**src/hdl/rc4s_pkg.sv**
```systemverilog
// Package for the RC4 stream cipher: configuration types, reset values and
// register indexes. It depends on nothing else.
package rc4s_pkg;

    localparam int ADDR_W    = 5;
    localparam int KEY_LEN_W = 5;

    localparam logic [1:0] REG_KEY_LOW  = 2'd0;
    localparam logic [1:0] REG_KEY_HIGH = 2'd1;
    localparam logic [1:0] REG_KEY_LEN  = 2'd2;

    localparam logic [63:0]          KEY_LOW_RST  = 64'h6F62613A3A647473;
    localparam logic [63:0]          KEY_HIGH_RST = 64'h0000003B29287472;
    localparam logic [KEY_LEN_W-1:0] KEY_LEN_RST  = 5'd13;

    typedef struct packed {
        logic [63:0]          key_low;
        logic [63:0]          key_high;
        logic [KEY_LEN_W-1:0] key_len;
    } t_key_cfg;

endpackage

```
**src/hdl/rc4s_if.sv**
```systemverilog
// Handshake interfaces for the RC4 stream cipher's input and result channels.
// They depend on nothing else.
interface rc4s_in_if;
    logic       valid;
    logic       ready;
    logic       mode;
    logic [7:0] data_in;

    modport source (output valid, output mode, output data_in, input ready);
    modport sink (input valid, input mode, input data_in, output ready);
endinterface

interface rc4s_out_if;
    logic       valid;
    logic       ready;
    logic [7:0] data_out;

    modport source (output valid, output data_out, input ready);
    modport sink (input valid, input data_out, output ready);
endinterface

```
**src/hdl/rc4s_core.sv**
```systemverilog
// Permutation memory, key schedule and keystream sequencer of the RC4 cipher.
// It depends on rc4s_pkg and the interfaces in rc4s_if.
module rc4s_core #(
    parameter int MAX_KEY_BYTES = 16
) (
    input  logic              i_clk,
    input  logic              i_rst_n,
    input  rc4s_pkg::t_key_cfg i_cfg,
    rc4s_in_if.sink           i_in,
    rc4s_out_if.source        o_out
);

    localparam int KEY_IDX_W = (MAX_KEY_BYTES > 1) ? $clog2(MAX_KEY_BYTES) : 1;
    localparam logic [rc4s_pkg::KEY_LEN_W-1:0] MAX_LEN = rc4s_pkg::KEY_LEN_W'(MAX_KEY_BYTES);

    localparam logic [2:0] ST_IDLE = 3'd0;
    localparam logic [2:0] ST_FILL = 3'd1;
    localparam logic [2:0] ST_RD_I = 3'd2;
    localparam logic [2:0] ST_RD_J = 3'd3;
    localparam logic [2:0] ST_WR_I = 3'd4;
    localparam logic [2:0] ST_WR_J = 3'd5;

    logic [7:0] r_sbox [256];

    logic [2:0]           r_state, n_state;
    logic [7:0]           r_i, n_i;
    logic [7:0]           r_j, n_j;
    logic [KEY_IDX_W-1:0] r_k, n_k;
    logic                 r_mode, n_mode;
    logic                 r_out_valid, n_out_valid;

    logic [7:0] r_rda, r_rdb;
    logic [7:0] r_a, r_b, r_t, r_din, r_out_data;

    logic                          w_we;
    logic [7:0]                    w_waddr, w_wdata, w_addra, w_addrb;
    logic [7:0]                    w_j_next, w_key_term, w_ks;
    logic [rc4s_pkg::KEY_LEN_W-1:0] w_len, w_k_inc;
    logic [127:0]                  w_key_all;
    logic [3:0]                    w_key_sel;
    logic                          w_out_free, w_done;

    assign w_len = (i_cfg.key_len == '0 || i_cfg.key_len > MAX_LEN) ? MAX_LEN : i_cfg.key_len;
    assign w_k_inc = rc4s_pkg::KEY_LEN_W'(r_k) + 1'b1;
    assign w_key_all = {i_cfg.key_high, i_cfg.key_low};
    assign w_key_sel = 4'(r_k);
    assign w_key_term = r_mode ? 8'd0 : w_key_all[{w_key_sel, 3'b000} +: 8];
    assign w_j_next = r_j + r_rda + w_key_term;
    assign w_out_free = !r_out_valid || o_out.ready;
    assign w_done = (r_state == ST_WR_J) && r_mode && w_out_free;

    // The keystream entry is read before the swap is written, so an address
    // that hits i or j takes the swapped value; j wins when i equals j.
    assign w_ks = (r_t == r_j) ? r_a : ((r_t == r_i) ? r_b : r_rda);

    always_comb begin
        w_we    = 1'b0;
        w_waddr = r_i;
        w_wdata = r_i;
        w_addra = r_i;
        w_addrb = w_j_next;
        case (r_state)
            ST_FILL: begin
                w_we = 1'b1;
            end
            ST_WR_I: begin
                w_we    = 1'b1;
                w_wdata = r_rdb;
                w_addra = r_a + r_rdb;
            end
            ST_WR_J: begin
                w_we    = 1'b1;
                w_waddr = r_j;
                w_wdata = r_a;
                w_addra = r_t;
            end
            default: begin
                w_we = 1'b0;
            end
        endcase
    end

    always_ff @(posedge i_clk) begin
        if (w_we) begin
            r_sbox[w_waddr] <= w_wdata;
        end
        r_rda <= r_sbox[w_addra];
        r_rdb <= r_sbox[w_addrb];
    end

    always_comb begin
        n_state     = r_state;
        n_i         = r_i;
        n_j         = r_j;
        n_k         = r_k;
        n_mode      = r_mode;
        n_out_valid = r_out_valid;
        if (r_out_valid && o_out.ready) begin
            n_out_valid = 1'b0;
        end
        case (r_state)
            ST_IDLE: begin
                if (i_in.valid) begin
                    n_mode = i_in.mode;
                    if (i_in.mode) begin
                        n_i     = r_i + 8'd1;
                        n_state = ST_RD_I;
                    end else begin
                        n_i     = 8'd0;
                        n_j     = 8'd0;
                        n_k     = '0;
                        n_state = ST_FILL;
                    end
                end
            end
            ST_FILL: begin
                n_i = r_i + 8'd1;
                if (r_i == 8'hFF) begin
                    n_state = ST_RD_I;
                end
            end
            ST_RD_I: begin
                n_state = ST_RD_J;
            end
            ST_RD_J: begin
                n_j = w_j_next;
                if (!r_mode) begin
                    n_k = (w_k_inc >= w_len) ? '0 : KEY_IDX_W'(w_k_inc);
                end
                n_state = ST_WR_I;
            end
            ST_WR_I: begin
                n_state = ST_WR_J;
            end
            ST_WR_J: begin
                if (r_mode) begin
                    if (w_out_free) begin
                        n_out_valid = 1'b1;
                        n_state     = ST_IDLE;
                    end
                end else if (r_i == 8'hFF) begin
                    n_i     = 8'd0;
                    n_j     = 8'd0;
                    n_state = ST_IDLE;
                end else begin
                    n_i     = r_i + 8'd1;
                    n_state = ST_RD_I;
                end
            end
            default: begin
                n_state = ST_IDLE;
            end
        endcase
    end

    always_ff @(posedge i_clk) begin
        if (!i_rst_n) begin
            r_state     <= ST_IDLE;
            r_i         <= 8'd0;
            r_j         <= 8'd0;
            r_k         <= '0;
            r_mode      <= 1'b0;
            r_out_valid <= 1'b0;
        end else begin
            r_state     <= n_state;
            r_i         <= n_i;
            r_j         <= n_j;
            r_k         <= n_k;
            r_mode      <= n_mode;
            r_out_valid <= n_out_valid;
        end
    end

    always_ff @(posedge i_clk) begin
        if (r_state == ST_IDLE && i_in.valid) begin
            r_din <= i_in.data_in;
        end
        if (r_state == ST_RD_J) begin
            r_a <= r_rda;
        end
        if (r_state == ST_WR_I) begin
            r_b <= r_rdb;
            r_t <= w_addra;
        end
        if (w_done) begin
            r_out_data <= r_din ^ w_ks;
        end
    end

    assign i_in.ready     = (r_state == ST_IDLE);
    assign o_out.valid    = r_out_valid;
    assign o_out.data_out = r_out_data;

endmodule

```
**src/hdl/rc4_stream_cipher.sv**
```systemverilog
// Top level of the RC4 stream cipher: the APB register file and the core.
// It depends on rc4s_pkg, the interfaces in rc4s_if and rc4s_core.
//
// Usage. A transaction on the input channel carries mode and data_in. A mode 0
// transaction runs the key schedule with the key held in the registers and
// clears both generator indices; it gives no result. A mode 1 transaction
// ciphers one byte and gives one result transaction with data_out.
// A mode 1 byte is accepted in idle and passes through the read-i, read-j,
// write-i and write-j states; its result is registered on leaving write-j,
// and the next byte is taken only back in idle. Each swap needs two writes,
// as the permutation memory has a single write port. A key schedule fills
// all 256 entries, then runs 256 swaps through the same four states.
// Registers: key_bytes_low at 0x00, key_bytes_high at 0x08 and key_length
// at 0x10; write them only while the block is idle.
// Reset clears the indices, the state and the result valid flag; the
// permutation holds nothing useful until a key schedule has run. While the
// receiver stalls, the result holds and a further byte may be accepted, but
// it is not completed until the held result has been taken.
module rc4_stream_cipher #(
    parameter int MAX_KEY_BYTES = 16
) (
    input  logic                        i_clk,
    input  logic                        i_rst_n,
    input  logic                        psel,
    input  logic                        penable,
    input  logic                        pwrite,
    input  logic [rc4s_pkg::ADDR_W-1:0] paddr,
    input  logic [63:0]                 pwdata,
    output logic [63:0]                 prdata,
    output logic                        pready,
    rc4s_in_if.sink                     i_in,
    rc4s_out_if.source                  o_out
);

    rc4s_pkg::t_key_cfg r_cfg;
    logic [1:0]         w_reg_idx;
    logic               w_wr;

    assign w_reg_idx = paddr[4:3];
    assign w_wr      = psel && penable && pwrite;
    assign pready    = 1'b1;

    always_ff @(posedge i_clk) begin
        if (!i_rst_n) begin
            r_cfg.key_low  <= rc4s_pkg::KEY_LOW_RST;
            r_cfg.key_high <= rc4s_pkg::KEY_HIGH_RST;
            r_cfg.key_len  <= rc4s_pkg::KEY_LEN_RST;
        end else if (w_wr) begin
            case (w_reg_idx)
                rc4s_pkg::REG_KEY_LOW:  r_cfg.key_low  <= pwdata;
                rc4s_pkg::REG_KEY_HIGH: r_cfg.key_high <= pwdata;
                rc4s_pkg::REG_KEY_LEN:  r_cfg.key_len  <= pwdata[rc4s_pkg::KEY_LEN_W-1:0];
                default: begin
                end
            endcase
        end
    end

    always_comb begin
        case (w_reg_idx)
            rc4s_pkg::REG_KEY_LOW:  prdata = r_cfg.key_low;
            rc4s_pkg::REG_KEY_HIGH: prdata = r_cfg.key_high;
            rc4s_pkg::REG_KEY_LEN:  prdata = {{(64 - rc4s_pkg::KEY_LEN_W){1'b0}}, r_cfg.key_len};
            default:                prdata = 64'd0;
        endcase
    end

    rc4s_core #(
        .MAX_KEY_BYTES(MAX_KEY_BYTES)
    ) u_core (
        .i_clk  (i_clk),
        .i_rst_n(i_rst_n),
        .i_cfg  (r_cfg),
        .i_in   (i_in),
        .o_out  (o_out)
    );

endmodule

```
**src/flat_wrapper.sv**
```systemverilog
// flat-port wrapper written by rule: the top's interface ports become plain ports
module rc4_stream_cipher_flat 
#(
    parameter int MAX_KEY_BYTES = 16
)
  (i_clk, i_rst_n, psel, penable, pwrite, paddr, pwdata, prdata, pready, i_in_valid, i_in_mode, i_in_data_in, i_in_ready, o_out_valid, o_out_data_out, o_out_ready);
  rc4s_in_if i_in_i ();
  rc4s_out_if o_out_i ();
  input  logic i_clk;
  input  logic i_rst_n;
  input  logic psel;
  input  logic penable;
  input  logic pwrite;
  input  logic [rc4s_pkg::ADDR_W-1:0] paddr;
  input  logic [63:0] pwdata;
  output logic [63:0] prdata;
  output logic pready;
  input wire logic [$bits(i_in_i.valid)-1:0] i_in_valid;
  input wire logic [$bits(i_in_i.mode)-1:0] i_in_mode;
  input wire logic [$bits(i_in_i.data_in)-1:0] i_in_data_in;
  output wire logic [$bits(i_in_i.ready)-1:0] i_in_ready;
  output wire logic [$bits(o_out_i.valid)-1:0] o_out_valid;
  output wire logic [$bits(o_out_i.data_out)-1:0] o_out_data_out;
  input wire logic [$bits(o_out_i.ready)-1:0] o_out_ready;
  assign i_in_i.valid = i_in_valid;
  assign i_in_i.mode = i_in_mode;
  assign i_in_i.data_in = i_in_data_in;
  assign i_in_ready = i_in_i.ready;
  assign o_out_valid = o_out_i.valid;
  assign o_out_data_out = o_out_i.data_out;
  assign o_out_i.ready = o_out_ready;
  rc4_stream_cipher #(.MAX_KEY_BYTES(MAX_KEY_BYTES)) u_core (.i_clk(i_clk), .i_rst_n(i_rst_n), .psel(psel), .penable(penable), .pwrite(pwrite), .paddr(paddr), .pwdata(pwdata), .prdata(prdata), .pready(pready), .i_in(i_in_i), .o_out(o_out_i));
endmodule
```
**config.mk**
```make
export PLATFORM = sky130hd
export DESIGN_NAME = rc4_stream_cipher_flat
export DESIGN_NICKNAME = d
export VERILOG_FILES = /design/src/hdl/rc4s_pkg.sv /design/src/hdl/rc4s_if.sv /design/src/hdl/rc4s_core.sv /design/src/hdl/rc4_stream_cipher.sv /design/src/flat_wrapper.sv
export SDC_FILE = /design/constraint.sdc
export NUM_CORES = 2
export LEC_CHECK = 0
export CAP_MARGIN = 20
export CORE_UTILIZATION = 40
export DETAILED_ROUTE_END_ITERATION = 7
export DONT_BUFFER_PORTS = 1
export HOLD_SLACK_MARGIN = 0.02
export PLACE_DENSITY = 0.6
export SLEW_MARGIN = 25
export SYNTH_ARGS = -nofsm -noshare
export SYNTH_HDL_FRONTEND = slang
export SYNTH_HIERARCHICAL = 1
export SYNTH_SLANG_ARGS = --single-unit
```
**constraint.sdc**
```tcl
create_clock -name i_clk -period 39.8 [get_ports i_clk]
set_clock_uncertainty 0.1 [all_clocks]
set_input_delay 1.99 -clock i_clk [delete_from_list [all_inputs] [get_ports i_clk]]
set_output_delay 1.99 -clock i_clk [all_outputs]
set_load 0.01 [all_outputs]
```
# Yosys cells after proc, flatten, opt, wreduce, memory -nomap -nowiden
# Memories as Yosys holds them, arrays and structs flattened. A register that Yosys moved wholly into a read port is not among the register bits.
# Index checks and enable logic that the tools add are counted.
# word_totals
regBits	198
ram_bits	2048
inputBits	85
output_inout_bits	75
word_cells	102
memories	1
# op_classes
add_sub_neg	5
n_lt_le_gt_ge	2
n_eq_ne	17
shifts	1
muxes	37
bitwise_logic	1
reduce_logical	24
# memory_table
memory	depth	width	rd	rd_ports_with_merged_regs	write_ports	line	rtl
u_core.u_core.r_sbox	256	8	2	2	1	rc4s_core.sv:23	logic [7:0] r_sbox [256];
# op_table
operator	n
case mux 64 bit (3 select lines)	1
variable part select 128 x 8 -> 8 bit	1
two-way mux 8 bit	12
case mux 8 bit (3 select lines)	2
case mux 8 bit (2 select lines)	2
adder 8 bit	3
case mux 3 bit (6 select lines)	1
== test 8 bit	2
two-way mux 4 bit	4
two-way mux 3 bit	4
!= test 2 bit (second input constant)	5
adder 8 x 1 -> 8 bit (second input constant)	1
== test 8 bit (second input constant)	1
case mux 4 bit (2 select lines)	1
AND reduction 2 bit	4
bitwise XOR 8 bit	1
two-way mux 1 bit	7
== test 3 x 2 -> 1 bit (second input constant)	2
== test 3 bit (second input constant)	2
logical AND 1 bit	6
AND reduction 3 bit	2
nonzero test 3 bit	2
adder 4 x 1 -> 5 bit (second input constant)	1
greater-or-equal comparator 5 bit	1
other kinds (17)	19

# Logic depth before layout (Yosys ltp)
# logic_depth
word_depth	7
mapped_depth	20
ltp_nobuf	17

# Modules after synthesis
# Netlist, hierarchy kept.
# modules_own_cells
module	n_inst	cells_per_inst	area_per_inst_um2	seq_area_each_um2
rc4s_core	1	7074	103259.0	63520.9
rc4_stream_cipher	1	683	6401.1	2662.6

# Worst setup path before layout
# Ideal clock, no wire load.
# synth_timing
path_kind	reg2reg
from	register u_core.u_core.r_state[0]
to	memory u_core.u_core.r_sbox[0][4], data pin
setup_ns	2.272
arrival_ns	11.701
setup_slack_ns	25.727
stages_incl_launch_ff	7
n_path_buf	4
path_cell_list	dfxtp_1 -> buf_6 -> buf_2 -> clkbuf_1 -> clkbuf_1 -> mux2i_1 -> a21boi_0
# synth_via
elab_chain_len	2
elab_cells_between_ends	3
cone_classes	2 x eq/ne; 1 x mux
# synth_rtl
item	line	rtl
start, declared	rc4s_core.sv:25	logic [2:0] r_state, n_state;
start signal, assigned	rc4s_core.sv:165	r_state <= n_state;
== test 3 bit	rc4s_core.sv:62	case (r_state)
case mux 8 bit (2 select lines) *	rc4s_core.sv:62	
named net u_core.u_core.w_wdata[4]	rc4s_core.sv:36	logic [7:0] w_waddr, w_wdata, w_addra, w_addrb;
end, declared	rc4s_core.sv:23	
# The timed path passes the listed nets; every way through them passes the cells marked *.

# Worst setup path in the final report
# layout_timing
from	register u_core.u_core.r_k[0]
to	register u_core.u_core.r_rdb[3], read port of u_core.u_core.r_sbox
# layout_via
elab_chain_len	3
# layout_rtl
item	line	rtl
start, declared	rc4s_core.sv:28	logic [KEY_IDX_W-1:0] r_k, n_k;
start signal, assigned	rc4s_core.sv:168	r_k <= n_k;
variable part select 128 x 8 -> 8 bit	rc4s_core.sv:47	assign w_key_term = r_mode ? 8'd0 : w_key_all[{w_key_sel, 3'b000} +: 8];
two-way mux 8 bit	rc4s_core.sv:47	
adder 8 bit	rc4s_core.sv:48	assign w_j_next = r_j + r_rda + w_key_term;
end, declared	rc4s_core.sv:32	logic [7:0] r_rda, r_rdb;
# Every way passes these cells.
# A chain may end at the register's enable or synchronous reset.

==> flow_summary.ini <==
[route]
wl_per_cell_um = 32.2
wl_mm = 364
drtIter0Drc = 11016
avgViaCountPerCell = 6.40
wl_met1_mm = 137
via_count = 72432
drc = 0
firstDrtPassIters = 8
top_layer = met5
ant_nets = 0
wl_met3_mm = 41.6
wl_met2_mm = 166

[floorplan]
die_w_um = 526
dieArea_mm2 = 0.276
ios = 160
num_rows = 191
core_area_mm2 = 0.272
die_h_um = 526
start_util_pct = 40.4

[clock_network]
cts_tree = yes
cts_setup_buffers = 0
htree_levels = 4
clk_latency_ns = 0.90
clock-root-buffer = clkbuf_16
ctsLongestPathBuffers = 3
clk_pin_slew_ns = 0.06
numCtsBuffers = 230
cts_resized = 0
cts_sinks = 2262
ctsHoldBuffers = 0

[sta]
post-route-period-util_pct = 21.9
setup_viol = 0
grt_setup_unrepaired = false
tns_ns = 0
slew_headroom_pct = 19.2
hold_viol = 0
slew_viol_final = 0
whs_ns = 0.372
finalCriticalPeriod_ns = 8.70
fmax_mhz = 115
tightest_slew_ns = 1.20

[synthesis]
yosys_warnings = 6
ys_seq_area_share_pct = 60.4
ys.flop_type = edfxtp_1
avgSynthCellArea_um2 = 14.1
synth_seq_cells = 2262
async_flop_share_pct = 0
synth_area_mm2 = 0.110
synth_edf_count = 2088
syn_inst = 7757
syn-num-nets = 7872
synth_cell_types = 90

[power_and_ir_drop]
p_leak_nw = 39.2
peakVddDrop_uv = 118
p_per_area_mw_per_mm2 = 70.9

[placement]
place_hpwl_mm = 220
dp_cells = 10876
placement.io_buffers = 0
place_congestion = 0.898

[flow_run]
maxCapViolCount = 0

[finish]
stdcell_count = 11318
ff_latch_area_mm2 = 0.0662
fillCellCount = 23748
final_cell_mix = edfxtp_1 (2088), nand2_1 (1673), mux4_2 (820)
drive_gt1_share_pct = 19.3
final_common_cell = edfxtp_1
multi_input_area_mm2 = 0.0405
synthToLayoutAreaGrowth_pct = 9.97
fin_nets = 7658

[min_path]
min_path_type = flip-flop to flip-flop

[critical_path]
worstSetupPathType = flip-flop to flip-flop
arrival_ns = 9.35
path_max_fanout = 91
crit_path_end_kind = flip-flop
worstPathRequired_ns = 40.45
start_kind = flip-flop

[grt]
track_usage_pct = 25.8
grt_pass1_wl_mm = 514
antenna_found_initial = 15
grt_max_degree = 257
grt_remaining_overflow = 0
grt_pass1_vias = 69741

[outcome]
status = complete, no violations
metrics by stage:
stage	setup slack, ns	util (%)	instance area (um^2)	power (mW)
after floorplan	25.73	-	110000	5.05
after global placement	31.11	41.4	113000	6.30
after detailed placement	31.13	41.5	113000	6.32
after CTS	31.14	44.3	120000	8.51
after global routing	30.97	44.4	121000	8.74
final	31.10	44.4	121000	8.55
flip-flops by register name, summed over array words and instances, names as in the netlist:
name / flops
u_core/u_core/o_out.data_out: 8
u_core/u_core/r_rdb: 8
u_core/u_core/r_b: 8
u_core/u_core/r_j: 8
u_core/u_core/r_state: 3
u_core/u_core/r_din: 8
u_core/u_core/r_t: 8
u_core/u_core/r_k: 4
u_core/u_core/r_i: 8
u_core/u_core/r_mode: 1
u_core/u_core/r_a: 8
u_core/u_core/r_rda: 8
u_core/r_cfg: 133
u_core/u_core/r_sbox: 2048
u_core/u_core/o_out.valid: 1
area by class of cell:
type	count	share of cell area, %
Antenna cell	11	0.0228
Clock buffer	285	5.15
Tap cell	3570	3.70
Clock inverter	141	1.18
Multi-Input combinational cell	4843	33.6
Sequential cell	2262	54.9
Timing Repair Buffer	177	1.38
Inverter	29	0.106
kinds of logic after synthesis:
| family | count (synthesis) | share of synthesized area [%] |
|---|---|---|
| simple gates | 3151 | 12.6 |
| flops | 2262 | 60.4 |
| mux | 1138 | 19.8 |
| buf+inv | 652 | 3.20 |
| compound gates | 478 | 3.25 |
| xor+xnor | 45 | 0.373 |
| fa+ha+maj | 30 | 0.404 |
| other cells | 1 | 0.00342 |
report_power, final:
group	total, mW	switching, mW	internal [mW]
Sequential	2.65	0.0267	2.62
Combinational	3.69	2.21	1.48
Clock	2.21	0.940	1.27
routing by layer:
metal | vias up | global-route usage (%)
met4 | 8 | 12.6
met2 | 4704 | 39.5
met3 | 829 | 5.96
li1 | 29610 | -
met5 | - | 0
met1 | 37281 | 34.5
synth_stat cells, drive strengths merged, types with 9 or more instances:
cell type	number	area, um^2
edfxtp	2088	62700
a211oi	13	103
a311oi	115	1010
nor4	33	206
nor2	356	1350
dfxtp	174	3480
nand4	57	357
nor2b	111	694
buf	409	2590
nand2b	25	156
mux4	825	18600
nand3b	9	67.6
o211ai	14	110
inv	28	108
a32oi	51	447
o22ai	13	81.3
clkbuf	214	803
a22oi	54	405
a21oi	56	280
nand3	702	3520
nand2	1689	6340
fa	9	180
xor2	18	165
xnor2	27	244
and3	133	832
ha	21	263
mux2i	308	3100
a31oi	56	350
o21ai	41	209
worst max-delay path, cell delays in order (launching register included):
cell      delay (ns)
dfxtp_2         0.31
buf_4           0.57
mux4_2          0.65
mux4_2          0.55
nand2b_1        0.13
fa_1            0.42
inv_1           0.10
ha_4            0.54
buf_4           0.65
buf_12          0.47
buf_12          0.49
buf_4           0.67
mux4_2          0.44
mux4_2          0.56
mux2i_1         0.79
mux4_2          0.54
o221ai_1        0.14
final timing paths:
kind                                               end  cells after the start  slack (ns)                  from
worst max-delay path            u_core/u_core/r_rdb[3]                     16       31.10  u_core/u_core/r_k[0]
worst min-delay path                 u_core/r_cfg[129]                      2        0.37     u_core/r_cfg[129]
worst max register to register  u_core/u_core/r_rdb[3]                     16       31.10  u_core/u_core/r_k[0]
worst min register to register       u_core/r_cfg[129]                      2        0.37     u_core/r_cfg[129]
Note: power is estimated with default switching activity, not from simulation.
